## config.mk

```make
export PLATFORM = sky130hd
export DESIGN_NAME = resource_holder_and_wait_tracker
export DESIGN_NICKNAME = d
export VERILOG_FILES = /design/src/rtl/rht_pkg.sv /design/src/rtl/rht_ram.sv /design/src/rtl/rht_engine.sv /design/src/rtl/resource_holder_and_wait_tracker.sv
export VERILOG_INCLUDE_DIRS = /design/src /design/src/rtl
export SDC_FILE = /design/constraint.sdc
export NUM_CORES = 2
export LEC_CHECK = 0
export ABC_AREA = 1
export ABC_CLOCK_PERIOD_IN_PS = 11950
export BUFFER_PORTS_ARGS = -buffer_cell sky130_fd_sc_hd__buf_2
export CAP_MARGIN = 20
export CORE_MARGIN = 10
export CORE_UTILIZATION = 60
export DETAILED_ROUTE_END_ITERATION = 8
export PLACE_DENSITY_LB_ADDON = 0.1
export SLEW_MARGIN = 20
export SYNTH_ARGS = -nofsm -noshare
export SYNTH_HDL_FRONTEND = slang
export SYNTH_HIERARCHICAL = 1
export SYNTH_SLANG_ARGS = --single-unit
```

## constraint.sdc

```tcl
create_clock -name clock -period 11.95 [get_ports clock]
set_input_delay 2.39 -clock clock [delete_from_list [all_inputs] [get_ports clock]]
set_output_delay 2.39 -clock clock [all_outputs]
set_load 0.05 [all_outputs]
```

## src/rtl/resource_holder_and_wait_tracker_macros.svh

```systemverilog
// ----------------------------------------------------------------------------
// Assertion macros for the resource holder and wait tracker.
// Each macro expands to one labeled concurrent assertion.
// ----------------------------------------------------------------------------
`ifndef RESOURCE_HOLDER_AND_WAIT_TRACKER_MACROS_SVH
`define RESOURCE_HOLDER_AND_WAIT_TRACKER_MACROS_SVH

// Consequent must hold in the same cycle as the antecedent.
`define RHT_ASSERT_IMPLY(label, clk, rst, ante, cons, msg) \
   label: assert property (@(posedge clk) disable iff (rst) (ante) |-> (cons)) \
      else $error(msg);

// Consequent must hold in the cycle after the antecedent.
`define RHT_ASSERT_NEXT(label, clk, rst, ante, cons, msg) \
   label: assert property (@(posedge clk) disable iff (rst) (ante) |=> (cons)) \
      else $error(msg);

`endif

```

## src/rtl/rht_pkg.sv

```systemverilog
// ----------------------------------------------------------------------------
// rht_pkg
// Shared types and constants of the resource holder and wait tracker.
// ----------------------------------------------------------------------------
`timescale 1ns / 1ps
`default_nettype none

package rht_pkg;

   // Fixed field widths of the request and response words.
   localparam int MODE_W    = 2;
   localparam int RES_W     = 3;
   localparam int ID_W      = 8;
   localparam int STATUS_W  = 3;
   localparam int CAP_W     = 3;
   localparam int CSR_IDX_W = 2;

   // Resource index widened far enough to compare against resource counts below 128.
   localparam int RES_EXT_W = 7;

   // Configuration register indexes and reset values.
   localparam logic [CSR_IDX_W-1:0] CSR_EVEN_CAP = 2'd0;
   localparam logic [CSR_IDX_W-1:0] CSR_ODD_CAP  = 2'd1;
   localparam logic [CAP_W-1:0] EVEN_CAP_RESET = 3'd1;
   localparam logic [CAP_W-1:0] ODD_CAP_RESET  = 3'd3;

   typedef enum logic [MODE_W-1:0] {
      MODE_ADD     = 2'd0,
      MODE_REMOVE  = 2'd1,
      MODE_ENQUEUE = 2'd2,
      MODE_DEQUEUE = 2'd3
   } mode_type;

   typedef enum logic [STATUS_W-1:0] {
      ST_DONE      = 3'd0,
      ST_AT_CAP    = 3'd1,
      ST_NOT_FOUND = 3'd2,
      ST_FULL      = 3'd3,
      ST_EMPTY     = 3'd4
   } status_type;

   // Request handed to the engine on acceptance.
   typedef struct packed {
      logic            start;
      mode_type        mode;
      logic            in_range;
      logic [ID_W-1:0] requester;
   } cmd_type;

   // Engine completion.
   typedef struct packed {
      logic            done;
      status_type      status;
      logic [ID_W-1:0] dequeued_id;
   } result_type;

endpackage

`default_nettype wire

```

## src/rtl/rht_ram.sv

```systemverilog
// ----------------------------------------------------------------------------
// rht_ram
// Generic single write port, single read port RAM with registered read data.
// ----------------------------------------------------------------------------
`timescale 1ns / 1ps
`default_nettype none

module rht_ram #(
   parameter int WIDTH = 8,
   parameter int DEPTH = 32,
   localparam int ADDR_W = (DEPTH > 1) ? $clog2(DEPTH) : 1
) (
   input  logic              clock,
   input  logic              wr_en,
   input  logic [ADDR_W-1:0] wr_addr,
   input  logic [WIDTH-1:0]  wr_data,
   input  logic              rd_en,
   input  logic [ADDR_W-1:0] rd_addr,
   output logic [WIDTH-1:0]  rd_data
);

   logic [WIDTH-1:0] mem [DEPTH];
   logic [WIDTH-1:0] rd_data_ff;

   // Write port and registered read port.
   always_ff @(posedge clock) begin
      if (wr_en) begin
         mem[wr_addr] <= wr_data;
      end
      if (rd_en) begin
         rd_data_ff <= mem[rd_addr];
      end
   end

   assign rd_data = rd_data_ff;

endmodule

`default_nettype wire

```

## src/rtl/rht_engine.sv

```systemverilog
// ----------------------------------------------------------------------------
// rht_engine
// Sequencer that runs one request against the holder and waiter memories,
// stepping a shared slot index and compare unit for search and compaction.
// ----------------------------------------------------------------------------
`timescale 1ns / 1ps
`default_nettype none

module rht_engine #(
   parameter int NUM_RESOURCES = 8,
   parameter int WAIT_DEPTH    = 16,
   parameter int HOLDER_DEPTH  = 4,
   localparam int RIDX_W  = (NUM_RESOURCES > 1) ? $clog2(NUM_RESOURCES) : 1,
   localparam int HC_W    = $clog2(HOLDER_DEPTH + 1),
   localparam int WC_W    = $clog2(WAIT_DEPTH + 1),
   localparam int WPOS_W  = (WAIT_DEPTH > 1) ? $clog2(WAIT_DEPTH) : 1
) (
   input  logic                 clock,
   input  logic                 reset,
   input  rht_pkg::cmd_type     cmd,
   input  logic [RIDX_W-1:0]    cmd_res,
   input  logic [HC_W-1:0]      cmd_hc,
   input  logic [HC_W-1:0]      cmd_limit,
   input  logic [WC_W-1:0]      cmd_wc,
   input  logic [WPOS_W-1:0]    cmd_head,
   input  logic                 ack,
   output rht_pkg::result_type  result,
   output logic [HC_W-1:0]      result_hc,
   output logic [WC_W-1:0]      result_wc,
   output logic [WPOS_W-1:0]    result_head
);

   import rht_pkg::*;

   localparam int HSLOT_W = (HOLDER_DEPTH > 1) ? $clog2(HOLDER_DEPTH) : 1;
   localparam int HMEM_D  = NUM_RESOURCES * HOLDER_DEPTH;
   localparam int WMEM_D  = NUM_RESOURCES * WAIT_DEPTH;
   localparam int HADDR_W = (HMEM_D > 1) ? $clog2(HMEM_D) : 1;
   localparam int WADDR_W = (WMEM_D > 1) ? $clog2(WMEM_D) : 1;

   typedef enum logic [9:0] {
      S_IDLE    = 10'b0000000001,
      S_ADD     = 10'b0000000010,
      S_ENQ     = 10'b0000000100,
      S_DQ_RD   = 10'b0000001000,
      S_DQ_DATA = 10'b0000010000,
      S_RM_RD   = 10'b0000100000,
      S_RM_CMP  = 10'b0001000000,
      S_SH_RD   = 10'b0010000000,
      S_SH_WR   = 10'b0100000000,
      S_FINISH  = 10'b1000000000
   } state_type;

   state_type         state_ff, state_in;
   logic [RIDX_W-1:0] res_ff, res_in;
   logic [ID_W-1:0]   id_ff, id_in;
   logic [HC_W-1:0]   hc_ff, hc_in;
   logic [WC_W-1:0]   wc_ff, wc_in;
   logic [WPOS_W-1:0] head_ff, head_in;
   logic [HC_W-1:0]   idx_ff, idx_in;
   status_type        status_ff, status_in;
   logic [ID_W-1:0]   deq_ff, deq_in;

   logic [HC_W-1:0]    idx_inc;
   logic [HC_W-1:0]    hc_dec;
   logic [HC_W-1:0]    hslot;
   logic [HADDR_W-1:0] haddr;
   logic [WC_W:0]      wend_sum;
   logic [WC_W:0]      wend_wrap;
   logic [WC_W:0]      head_sum;
   logic [WC_W:0]      head_wrap;
   logic [WPOS_W-1:0]  wslot;
   logic [WADDR_W-1:0] waddr;

   logic            h_wr_en;
   logic [ID_W-1:0] h_wr_data;
   logic            h_rd_en;
   logic [ID_W-1:0] h_rd_data;
   logic            w_wr_en;
   logic            w_rd_en;
   logic [ID_W-1:0] w_rd_data;

   // Shared slot index unit: increment, compare and holder address.
   assign idx_inc = idx_ff + HC_W'(1);
   assign hc_dec  = hc_ff - HC_W'(1);

   always_comb begin
      case (state_ff)
         S_ADD:   hslot = hc_ff;
         S_SH_RD: hslot = idx_inc;
         default: hslot = idx_ff;
      endcase
   end

   assign haddr = HADDR_W'(res_ff) * HADDR_W'(HOLDER_DEPTH)
                + HADDR_W'(hslot[HSLOT_W-1:0]);

   // Circular waiter positions: tail for enqueue, next head for dequeue.
   assign wend_sum  = (WC_W + 1)'(head_ff) + (WC_W + 1)'(wc_ff);
   assign wend_wrap = (wend_sum >= (WC_W + 1)'(WAIT_DEPTH))
                    ? wend_sum - (WC_W + 1)'(WAIT_DEPTH) : wend_sum;
   assign head_sum  = (WC_W + 1)'(head_ff) + (WC_W + 1)'(1);
   assign head_wrap = (head_sum >= (WC_W + 1)'(WAIT_DEPTH))
                    ? head_sum - (WC_W + 1)'(WAIT_DEPTH) : head_sum;

   assign wslot = (state_ff == S_DQ_RD) ? head_ff : wend_wrap[WPOS_W-1:0];
   assign waddr = WADDR_W'(res_ff) * WADDR_W'(WAIT_DEPTH) + WADDR_W'(wslot);

   // Memory controls.
   assign h_wr_en   = (state_ff == S_ADD) || (state_ff == S_SH_WR);
   assign h_wr_data = (state_ff == S_ADD) ? id_ff : h_rd_data;
   assign h_rd_en   = (state_ff == S_RM_RD) || (state_ff == S_SH_RD);
   assign w_wr_en   = (state_ff == S_ENQ);
   assign w_rd_en   = (state_ff == S_DQ_RD);

   rht_ram #(
      .WIDTH (ID_W),
      .DEPTH (HMEM_D)
   ) u_holder_ram (
      .clock   (clock),
      .wr_en   (h_wr_en),
      .wr_addr (haddr),
      .wr_data (h_wr_data),
      .rd_en   (h_rd_en),
      .rd_addr (haddr),
      .rd_data (h_rd_data)
   );

   rht_ram #(
      .WIDTH (ID_W),
      .DEPTH (WMEM_D)
   ) u_wait_ram (
      .clock   (clock),
      .wr_en   (w_wr_en),
      .wr_addr (waddr),
      .wr_data (id_ff),
      .rd_en   (w_rd_en),
      .rd_addr (waddr),
      .rd_data (w_rd_data)
   );

   // Sequencer next state.
   always_comb begin
      state_in  = state_ff;
      res_in    = res_ff;
      id_in     = id_ff;
      hc_in     = hc_ff;
      wc_in     = wc_ff;
      head_in   = head_ff;
      idx_in    = idx_ff;
      status_in = status_ff;
      deq_in    = deq_ff;
      case (state_ff)
         S_IDLE: begin
            if (cmd.start) begin
               res_in    = cmd_res;
               id_in     = cmd.requester;
               hc_in     = cmd_hc;
               wc_in     = cmd_wc;
               head_in   = cmd_head;
               idx_in    = '0;
               deq_in    = '0;
               status_in = ST_DONE;
               state_in  = S_FINISH;
               if (!cmd.in_range) begin
                  hc_in     = '0;
                  wc_in     = '0;
                  head_in   = '0;
                  status_in = ST_NOT_FOUND;
               end else begin
                  case (cmd.mode)
                     MODE_ADD: begin
                        if (cmd_hc < cmd_limit) begin
                           state_in = S_ADD;
                        end else begin
                           status_in = ST_AT_CAP;
                        end
                     end
                     MODE_REMOVE: begin
                        if (cmd_hc != '0) begin
                           state_in = S_RM_RD;
                        end else begin
                           status_in = ST_NOT_FOUND;
                        end
                     end
                     MODE_ENQUEUE: begin
                        if (cmd_wc < WC_W'(WAIT_DEPTH)) begin
                           state_in = S_ENQ;
                        end else begin
                           status_in = ST_FULL;
                        end
                     end
                     default: begin
                        if (cmd_wc != '0) begin
                           state_in = S_DQ_RD;
                        end else begin
                           status_in = ST_EMPTY;
                        end
                     end
                  endcase
               end
            end
         end
         S_ADD: begin
            hc_in    = hc_ff + HC_W'(1);
            state_in = S_FINISH;
         end
         S_ENQ: begin
            wc_in    = wc_ff + WC_W'(1);
            state_in = S_FINISH;
         end
         S_DQ_RD: begin
            state_in = S_DQ_DATA;
         end
         S_DQ_DATA: begin
            deq_in   = w_rd_data;
            head_in  = head_wrap[WPOS_W-1:0];
            wc_in    = wc_ff - WC_W'(1);
            state_in = S_FINISH;
         end
         S_RM_RD: begin
            state_in = S_RM_CMP;
         end
         S_RM_CMP: begin
            if (h_rd_data == id_ff) begin
               // Match: close the gap unless it was the last holder.
               if (idx_inc < hc_ff) begin
                  state_in = S_SH_RD;
               end else begin
                  hc_in    = hc_dec;
                  state_in = S_FINISH;
               end
            end else if (idx_inc < hc_ff) begin
               idx_in   = idx_inc;
               state_in = S_RM_RD;
            end else begin
               status_in = ST_NOT_FOUND;
               state_in  = S_FINISH;
            end
         end
         S_SH_RD: begin
            state_in = S_SH_WR;
         end
         S_SH_WR: begin
            idx_in = idx_inc;
            if (idx_inc < hc_dec) begin
               state_in = S_SH_RD;
            end else begin
               hc_in    = hc_dec;
               state_in = S_FINISH;
            end
         end
         S_FINISH: begin
            if (ack) begin
               state_in = S_IDLE;
            end
         end
         default: begin
            state_in = S_IDLE;
         end
      endcase
   end

   // Sequencer state and working registers.
   always_ff @(posedge clock) begin
      if (reset) begin
         state_ff <= S_IDLE;
      end else begin
         state_ff <= state_in;
      end
      res_ff    <= res_in;
      id_ff     <= id_in;
      hc_ff     <= hc_in;
      wc_ff     <= wc_in;
      head_ff   <= head_in;
      idx_ff    <= idx_in;
      status_ff <= status_in;
      deq_ff    <= deq_in;
   end

   assign result.done        = (state_ff == S_FINISH);
   assign result.status      = status_ff;
   assign result.dequeued_id = deq_ff;
   assign result_hc          = hc_ff;
   assign result_wc          = wc_ff;
   assign result_head        = head_ff;

endmodule

`default_nettype wire

```

## src/rtl/resource_holder_and_wait_tracker.sv

```systemverilog
// ----------------------------------------------------------------------------
// resource_holder_and_wait_tracker
// Per-resource holder lists and waiter queues behind a request and response
// word interface, with two holder capacity registers.
// ----------------------------------------------------------------------------
// Every request word yields exactly one response word, and one request is
// in flight at a time. A rejected request, or one aimed at a resource out
// of range, goes straight to the finish state; add and enqueue pass through
// one write state, dequeue reads the waiter memory and then takes the data,
// and remove searches the holder list and closes the gap after a match, one
// slot at a time through the single read port of the holder memory. The
// response word is loaded into the output register once that register is
// free. A new request can be taken in the cycle after the response is
// loaded, even while that response waits. The waiter queues are circular
// buffers, so a dequeue costs one memory read. Capacity registers are
// written through the csr_ port, which is always ready; writes to indexes
// past the odd capacity register are ignored.
// ----------------------------------------------------------------------------
`timescale 1ns / 1ps
`default_nettype none

`include "resource_holder_and_wait_tracker_macros.svh"

module resource_holder_and_wait_tracker #(
   parameter int NUM_RESOURCES = 8,
   parameter int WAIT_DEPTH    = 16,
   parameter int HOLDER_DEPTH  = 4,
   localparam int HC_W = $clog2(HOLDER_DEPTH + 1),
   localparam int WC_W = $clog2(WAIT_DEPTH + 1)
) (
   input  logic                           clock,
   input  logic                           reset,
   // Configuration writes.
   input  logic                           csr_valid,
   output logic                           csr_ready,
   input  logic [rht_pkg::CSR_IDX_W-1:0]  csr_index,
   input  logic [rht_pkg::CAP_W-1:0]      csr_data,
   // Request words.
   input  logic                           req_valid,
   output logic                           req_ready,
   input  logic [rht_pkg::MODE_W-1:0]     req_mode,
   input  logic [rht_pkg::RES_W-1:0]      req_resource,
   input  logic [rht_pkg::ID_W-1:0]       req_requester,
   // Response words.
   output logic                           rsp_valid,
   input  logic                           rsp_ready,
   output logic [rht_pkg::STATUS_W-1:0]   rsp_status,
   output logic [rht_pkg::ID_W-1:0]       rsp_dequeued_id,
   output logic [HC_W-1:0]                rsp_holder_count,
   output logic [WC_W-1:0]                rsp_waiter_count
);

   import rht_pkg::*;

   localparam int RIDX_W = (NUM_RESOURCES > 1) ? $clog2(NUM_RESOURCES) : 1;
   localparam int WPOS_W = (WAIT_DEPTH > 1) ? $clog2(WAIT_DEPTH) : 1;

   logic [CAP_W-1:0] even_cap_ff, even_cap_in;
   logic [CAP_W-1:0] odd_cap_ff, odd_cap_in;

   logic [HC_W-1:0]   hcnt_ff [NUM_RESOURCES];
   logic [HC_W-1:0]   hcnt_in [NUM_RESOURCES];
   logic [WC_W-1:0]   wcnt_ff [NUM_RESOURCES];
   logic [WC_W-1:0]   wcnt_in [NUM_RESOURCES];
   logic [WPOS_W-1:0] head_ff [NUM_RESOURCES];
   logic [WPOS_W-1:0] head_in [NUM_RESOURCES];

   logic              busy_ff, busy_in;
   logic [RIDX_W-1:0] res_ff, res_in;
   logic              in_range_ff, in_range_in;
   mode_type          mode_ff, mode_in;

   logic                rsp_valid_ff, rsp_valid_in;
   logic [STATUS_W-1:0] rsp_status_ff, rsp_status_in;
   logic [ID_W-1:0]     rsp_deq_ff, rsp_deq_in;
   logic [HC_W-1:0]     rsp_hc_ff, rsp_hc_in;
   logic [WC_W-1:0]     rsp_wc_ff, rsp_wc_in;

   logic [RES_EXT_W-1:0] res_ext;
   logic                 req_in_range;
   logic [RIDX_W-1:0]    req_idx;
   logic [CAP_W-1:0]     cap_sel;
   logic [HC_W-1:0]      limit;
   logic                 accept;
   logic                 ack;

   cmd_type           eng_cmd;
   logic [HC_W-1:0]   eng_cmd_hc;
   logic [WC_W-1:0]   eng_cmd_wc;
   logic [WPOS_W-1:0] eng_cmd_head;
   result_type        eng_result;
   logic [HC_W-1:0]   eng_hc;
   logic [WC_W-1:0]   eng_wc;
   logic [WPOS_W-1:0] eng_head;

   // Handshakes.
   assign csr_ready = 1'b1;
   assign req_ready = !busy_ff;
   assign accept    = req_valid && req_ready;
   assign ack       = eng_result.done && (!rsp_valid_ff || rsp_ready);

   // Capacity registers.
   always_comb begin
      even_cap_in = even_cap_ff;
      odd_cap_in  = odd_cap_ff;
      if (csr_valid && csr_ready) begin
         case (csr_index)
            CSR_EVEN_CAP: even_cap_in = csr_data;
            CSR_ODD_CAP:  odd_cap_in  = csr_data;
            default:      ;
         endcase
      end
   end

   // Decode the addressed resource and its holder limit.
   assign res_ext      = RES_EXT_W'(req_resource);
   assign req_in_range = res_ext < RES_EXT_W'(NUM_RESOURCES);
   assign req_idx      = res_ext[RIDX_W-1:0];
   assign cap_sel      = req_resource[0] ? odd_cap_ff : even_cap_ff;
   assign limit        = (int'(cap_sel) > HOLDER_DEPTH) ? HC_W'(HOLDER_DEPTH)
                                                        : HC_W'(cap_sel);

   // Table lookups for the engine.
   assign eng_cmd.start     = accept;
   assign eng_cmd.mode      = mode_type'(req_mode);
   assign eng_cmd.in_range  = req_in_range;
   assign eng_cmd.requester = req_requester;
   assign eng_cmd_hc        = req_in_range ? hcnt_ff[req_idx] : '0;
   assign eng_cmd_wc        = req_in_range ? wcnt_ff[req_idx] : '0;
   assign eng_cmd_head      = req_in_range ? head_ff[req_idx] : '0;

   rht_engine #(
      .NUM_RESOURCES (NUM_RESOURCES),
      .WAIT_DEPTH    (WAIT_DEPTH),
      .HOLDER_DEPTH  (HOLDER_DEPTH)
   ) u_engine (
      .clock       (clock),
      .reset       (reset),
      .cmd         (eng_cmd),
      .cmd_res     (req_idx),
      .cmd_hc      (eng_cmd_hc),
      .cmd_limit   (limit),
      .cmd_wc      (eng_cmd_wc),
      .cmd_head    (eng_cmd_head),
      .ack         (ack),
      .result      (eng_result),
      .result_hc   (eng_hc),
      .result_wc   (eng_wc),
      .result_head (eng_head)
   );

   // Request tracking and table write-back on completion.
   always_comb begin
      busy_in     = busy_ff;
      res_in      = res_ff;
      in_range_in = in_range_ff;
      mode_in     = mode_ff;
      hcnt_in     = hcnt_ff;
      wcnt_in     = wcnt_ff;
      head_in     = head_ff;
      if (accept) begin
         busy_in     = 1'b1;
         res_in      = req_idx;
         in_range_in = req_in_range;
         mode_in     = mode_type'(req_mode);
      end
      if (ack) begin
         busy_in = 1'b0;
         if (in_range_ff) begin
            hcnt_in[res_ff] = eng_hc;
            wcnt_in[res_ff] = eng_wc;
            head_in[res_ff] = eng_head;
         end
      end
   end

   // Response output register.
   always_comb begin
      rsp_valid_in  = rsp_valid_ff;
      rsp_status_in = rsp_status_ff;
      rsp_deq_in    = rsp_deq_ff;
      rsp_hc_in     = rsp_hc_ff;
      rsp_wc_in     = rsp_wc_ff;
      if (ack) begin
         rsp_valid_in  = 1'b1;
         rsp_status_in = eng_result.status;
         rsp_deq_in    = eng_result.dequeued_id;
         rsp_hc_in     = eng_hc;
         rsp_wc_in     = eng_wc;
      end else if (rsp_ready) begin
         rsp_valid_in = 1'b0;
      end
   end

   always_ff @(posedge clock) begin
      if (reset) begin
         even_cap_ff  <= EVEN_CAP_RESET;
         odd_cap_ff   <= ODD_CAP_RESET;
         busy_ff      <= 1'b0;
         rsp_valid_ff <= 1'b0;
         for (int i = 0; i < NUM_RESOURCES; i++) begin
            hcnt_ff[i] <= '0;
            wcnt_ff[i] <= '0;
            head_ff[i] <= '0;
         end
      end else begin
         even_cap_ff  <= even_cap_in;
         odd_cap_ff   <= odd_cap_in;
         busy_ff      <= busy_in;
         rsp_valid_ff <= rsp_valid_in;
         hcnt_ff      <= hcnt_in;
         wcnt_ff      <= wcnt_in;
         head_ff      <= head_in;
      end
      res_ff        <= res_in;
      in_range_ff   <= in_range_in;
      mode_ff       <= mode_in;
      rsp_status_ff <= rsp_status_in;
      rsp_deq_ff    <= rsp_deq_in;
      rsp_hc_ff     <= rsp_hc_in;
      rsp_wc_ff     <= rsp_wc_in;
   end

   assign rsp_valid        = rsp_valid_ff;
   assign rsp_status       = rsp_status_ff;
   assign rsp_dequeued_id  = rsp_deq_ff;
   assign rsp_holder_count = rsp_hc_ff;
   assign rsp_waiter_count = rsp_wc_ff;

   // The engine only completes a request that was accepted.
   `RHT_ASSERT_IMPLY(a_done_while_busy, clock, reset, eng_result.done, busy_ff, "engine done while idle")

   // An accepted word closes the request port in the next cycle.
   `RHT_ASSERT_NEXT(a_accept_blocks, clock, reset, accept, busy_ff && !req_ready, "request port open while busy")

   // A successful add grows the holder count by exactly one.
   `RHT_ASSERT_IMPLY(a_add_grows, clock, reset, ack && in_range_ff && (mode_ff == MODE_ADD) && (eng_result.status == ST_DONE), eng_hc == hcnt_ff[res_ff] + HC_W'(1), "add did not grow holder count")

   // Written-back counts never exceed the store depths.
   `RHT_ASSERT_IMPLY(a_counts_bounded, clock, reset, ack, (eng_hc <= HC_W'(HOLDER_DEPTH)) && (eng_wc <= WC_W'(WAIT_DEPTH)), "count beyond depth")

endmodule

`default_nettype wire
```

==> key figures <==
Status
  • Status: completed

CTS
  • Post-CTS setup buffer count: 0
  • Clock Tree Buf Depth: 3
  • CTS resizes: 0
  • Cts bufs inserted: approximately 150
  • Root buffer cell: clkbuf_16
  • # H-tree levels: 4
  • Hold_buf cts: 0
  • CTS tree: built
  • Clock transition at path regs: 60 ps
  • Clock Sinks: between 1000 and 1500
  • Clk_lat worst skew: 760 ps

Global route
  • First-pass GRT wire length: 234000 microns
  • Vias in the first global route: ~39000
  • Pin count of the biggest net entering global routing: approximately 250
  • Initial antenna violation count: 1
  • Gr usage total: 25.8%
  • Grt total ovfl: 0

Timing
  • Fin crit share: 43.7%
  • Slew @ Worst Pin: 1170 ps
  • Headroom to the max-slew limit: 22.2%
  • Highest clock rate: 192 MHz
  • Final Hold Viols: 0
  • Slew Limit Fails: 0
  • Final critical-path required period: ~5200 ps
  • RSZ-0062 raised after global routing: no
  • Final setup fails: 0
  • Setup TNS: 0 ps
  • Final Skew: around 28 ps
  • PnR worst setup slack: approximately 6700 ps

Setup path
  • Crit. Startpoint: u_engine/state_ff[9]
  • Crit start category: flop
  • Max incr delay on CP: 830 ps
  • R2R cell count: 18
  • Critical path's top delay family: simple AND/OR/NAND/NOR gates
  • Worst-path maximum fanout: between 150 and 200
  • Critical path's slowest cell: buf_4
  • Worst Path Required: 12580 ps
  • Worst path bufs/invs: 3
  • Crit end category: flop
  • Critical path depth: 18
  • Critical setup path kind: flop to flop
  • Worst path cell trace: nor2_4 > nand3_1 > nor2_4 > nand2_1 > nand2_4 > buf_4 > buf_12 > buf_4 > nand2_1 > nand3_1 > nand3_1 > nand3_1 > nand2_1 > nand2_1 > nand3_1 > nand2_1 > nand2_1 > nand2_1
  • R2r startpoint: u_engine/state_ff[9]
  • Worst EP arrival: ~5900 ps
  • Most common cell on crit path: nand2_1

Yosys
  • Syn avg cell area: 10.8 sq um
  • Netlist cell types: 47
  • Dominant cell type by area after synthesis: edfxtp_1
  • #FFs+latches synth: 1469
  • Cell Area, Synth: 62000 sq um
  • Register area share after synthesis: 69.3%
  • Top cell type's share of synthesized area: 65.7%
  • Share of flip-flops with an asynchronous set or reset: 0%
  • Largest cells by area after synthesis: edfxtp_1, nand2_1, nand3_1
  • Mapped Cells: 5734
  • Post-synth EDFFs: between 1000 and 1500
  • Ys Warns: 6
  • Predominant post-synthesis flop cell: edfxtp_1

Min path
  • Hold path cells: 0
  • HP Start: u_engine/status_ff[2]
  • Worst Hold Class: flop to flop

Job
  • Max_cap viols: 0

Routing
  • Via-to-Cell Ratio: a little under 6
  • Overall routed net length: 154000 microns
  • Routed len/inst: 21.5 microns
  • Routed Antenna Nets: 0
  • # DRC: 0
  • Drt first-iter violations: approximately 5400
  • DR pass1 iterations: 6
  • Via count: 42000

Die
  • Die area: between 100000 and 150000 sq um
  • I/O pin cnt: 45
  • Chip width: 341 microns
  • CORE AREA: 102000 sq um
  • Die height: 341 microns
  • FP Rows: 117
  • Starting density of the core: 60.6%

Layout
  • Most frequent cells in the layout: nand2_1, edfxtp_1, nand3_1
  • Fraction of layout cells with a size suffix above 1: approximately 6.6%
  • Multi-input gate area: 16500 sq um
  • Number of fillers in the final layout: 7809
  • Total Nets Final: 5698
  • Antenna cells: 0
  • Area growth, synth to finish: 8.53%
  • Reg area: between 40000 and 50000 sq um
  • Most common cell after layout, fill and taps aside: nand2_1

Power and ir drop
  • Leakage: roughly 25 nW
  • Max IR drop VDD: between 0.4 and 0.5 mV
  • PD cells: 298 nW/um^2

Placement
  • Number of port buffers: 43
  • Pre-CTS setup slack: 6760 ps
  • DP HPWL: about 86000 microns
  • GP Congestion: 0.848
area by class of cell:
cell class	instances	area share [%]
Timing Repair Buffer	107	1.12
Sequential cell	1469	63.9
Multi-Input combinational cell	3789	24.5
Tap cell	1368	2.55
Inverter	141	0.828
Clock inverter	76	1.02
Clock buffer	199	6.06
routing by layer:
metal	global-route usage, %	up-vias	part of all wire [%]
met3	4.43	262	9.1
met1	37.9	20300	42
li1	-	19500	-
met4	7.85	2	2.5
met5	0	-	0.0085
met2	39.5	1921	46
path summary, 6_finish.rpt:
kind | endpoint | slack (ps)
max | u_engine/u_wait_ram/rd_data[3] | 6730
min reg2reg | rsp_status[2] | 430
min | rsp_status[2] | 430
max reg2reg | u_engine/u_wait_ram/rd_data[3] | 6730
registers in the layout, summed over array words and instances, names as in the netlist, 3 cells and up:
signal                         count
even_cap_ff                        3
hcnt_ff                           24
head_ff                           32
odd_cap_ff                         3
res_ff                             3
rsp_dequeued_id                    8
rsp_holder_count                   3
rsp_status                         3
rsp_waiter_count                   5
u_engine/deq_ff                    8
u_engine/id_ff                     8
u_engine/idx_ff                    3
u_engine/res_ff                    3
u_engine/result_hc                 3
u_engine/result_head               4
u_engine/result_wc                 5
u_engine/state_ff                 10
u_engine/status_ff                 3
u_engine/u_holder_ram/mem        256
u_engine/u_holder_ram/rd_data      8
u_engine/u_wait_ram/mem         1024
u_engine/u_wait_ram/rd_data        8
wcnt_ff                           40
cells by family (layout without fill, tap and decap cells):
| group | Yosys count | in the layout | share of synthesized area (%) |
|---|---|---|---|
| buf+inv | 478 | 523 | 4.17 |
| compound gates | 73 | 73 | 0.676 |
| fa+ha+maj | 18 | 18 | 0.388 |
| flops | 1469 | 1469 | 69.3 |
| simple gates | 3679 | 3679 | 25.2 |
| other cells | 1 | 3 | 0.00605 |
| xor+xnor | 16 | 16 | 0.226 |
worst register-to-register path, cell delays in order (launching register included):
cell and delay (ps):
dfxtp_1 350, nor2_4 170, nand3_1 150, nor2_4 530, nand2_1 210, nand2_4 190
buf_4 590, buf_12 720, buf_4 950, nand2_1 160, nand3_1 120, nand3_1 120
nand3_1 240, nand2_1 110, nand2_1 90, nand3_1 130, nand2_1 130, nand2_1 80
nand2_1 70
cell usage after synthesis (2+ instances only):
library cell  count
buf_1            24
a211oi_1          3
nor2_1          424
inv_1           125
edfxtp_1       1355
o221ai_1          2
o21ai_1           7
buf_2           156
clkbuf_1         52
nand2_1        1970
fa_1              2
dfxtp_1         114
a22o_1            3
buf_6            51
a21oi_1          15
nor3_1           14
nand4_1           5
nor2_4           15
ha_1             16
xnor2_1           7
nand3_1        1226
o21ai_0          35
inv_2            15
xor2_1            9
buf_4            54
nand2_2           5
o211ai_1          2
nand2_4           5
nor2_2            5
report_power, final:
| group | switching [W] | internal, W |
|---|---|---|
| logic | 0.00709 | 0.00243 |
| clock network | 0.00192 | 0.00264 |
| registers | 0.0000744 | 0.00588 |
| total | 0.00908 | 0.0110 |
metrics by stage:
step / hold WS, ps / total power [W] / cells / util (%) / instance area, sq um
2_1_floorplan: 400 / 0.0127 / 5736 / - / 62000
6_report: 430 / 0.0200 / 7149 / 65.8 / 67300
4_1_cts: 431 / 0.0199 / 7148 / 65.8 / 67200
3_3_place_gp: 408 / 0.0153 / 6872 / 61.1 / 62500
3_5_place_dp: 407 / 0.0153 / 6873 / 61.1 / 62500
5_1_grt: 444 / 0.0211 / 7149 / 65.8 / 67300
Note: power is estimated with default switching activity, not from simulation.
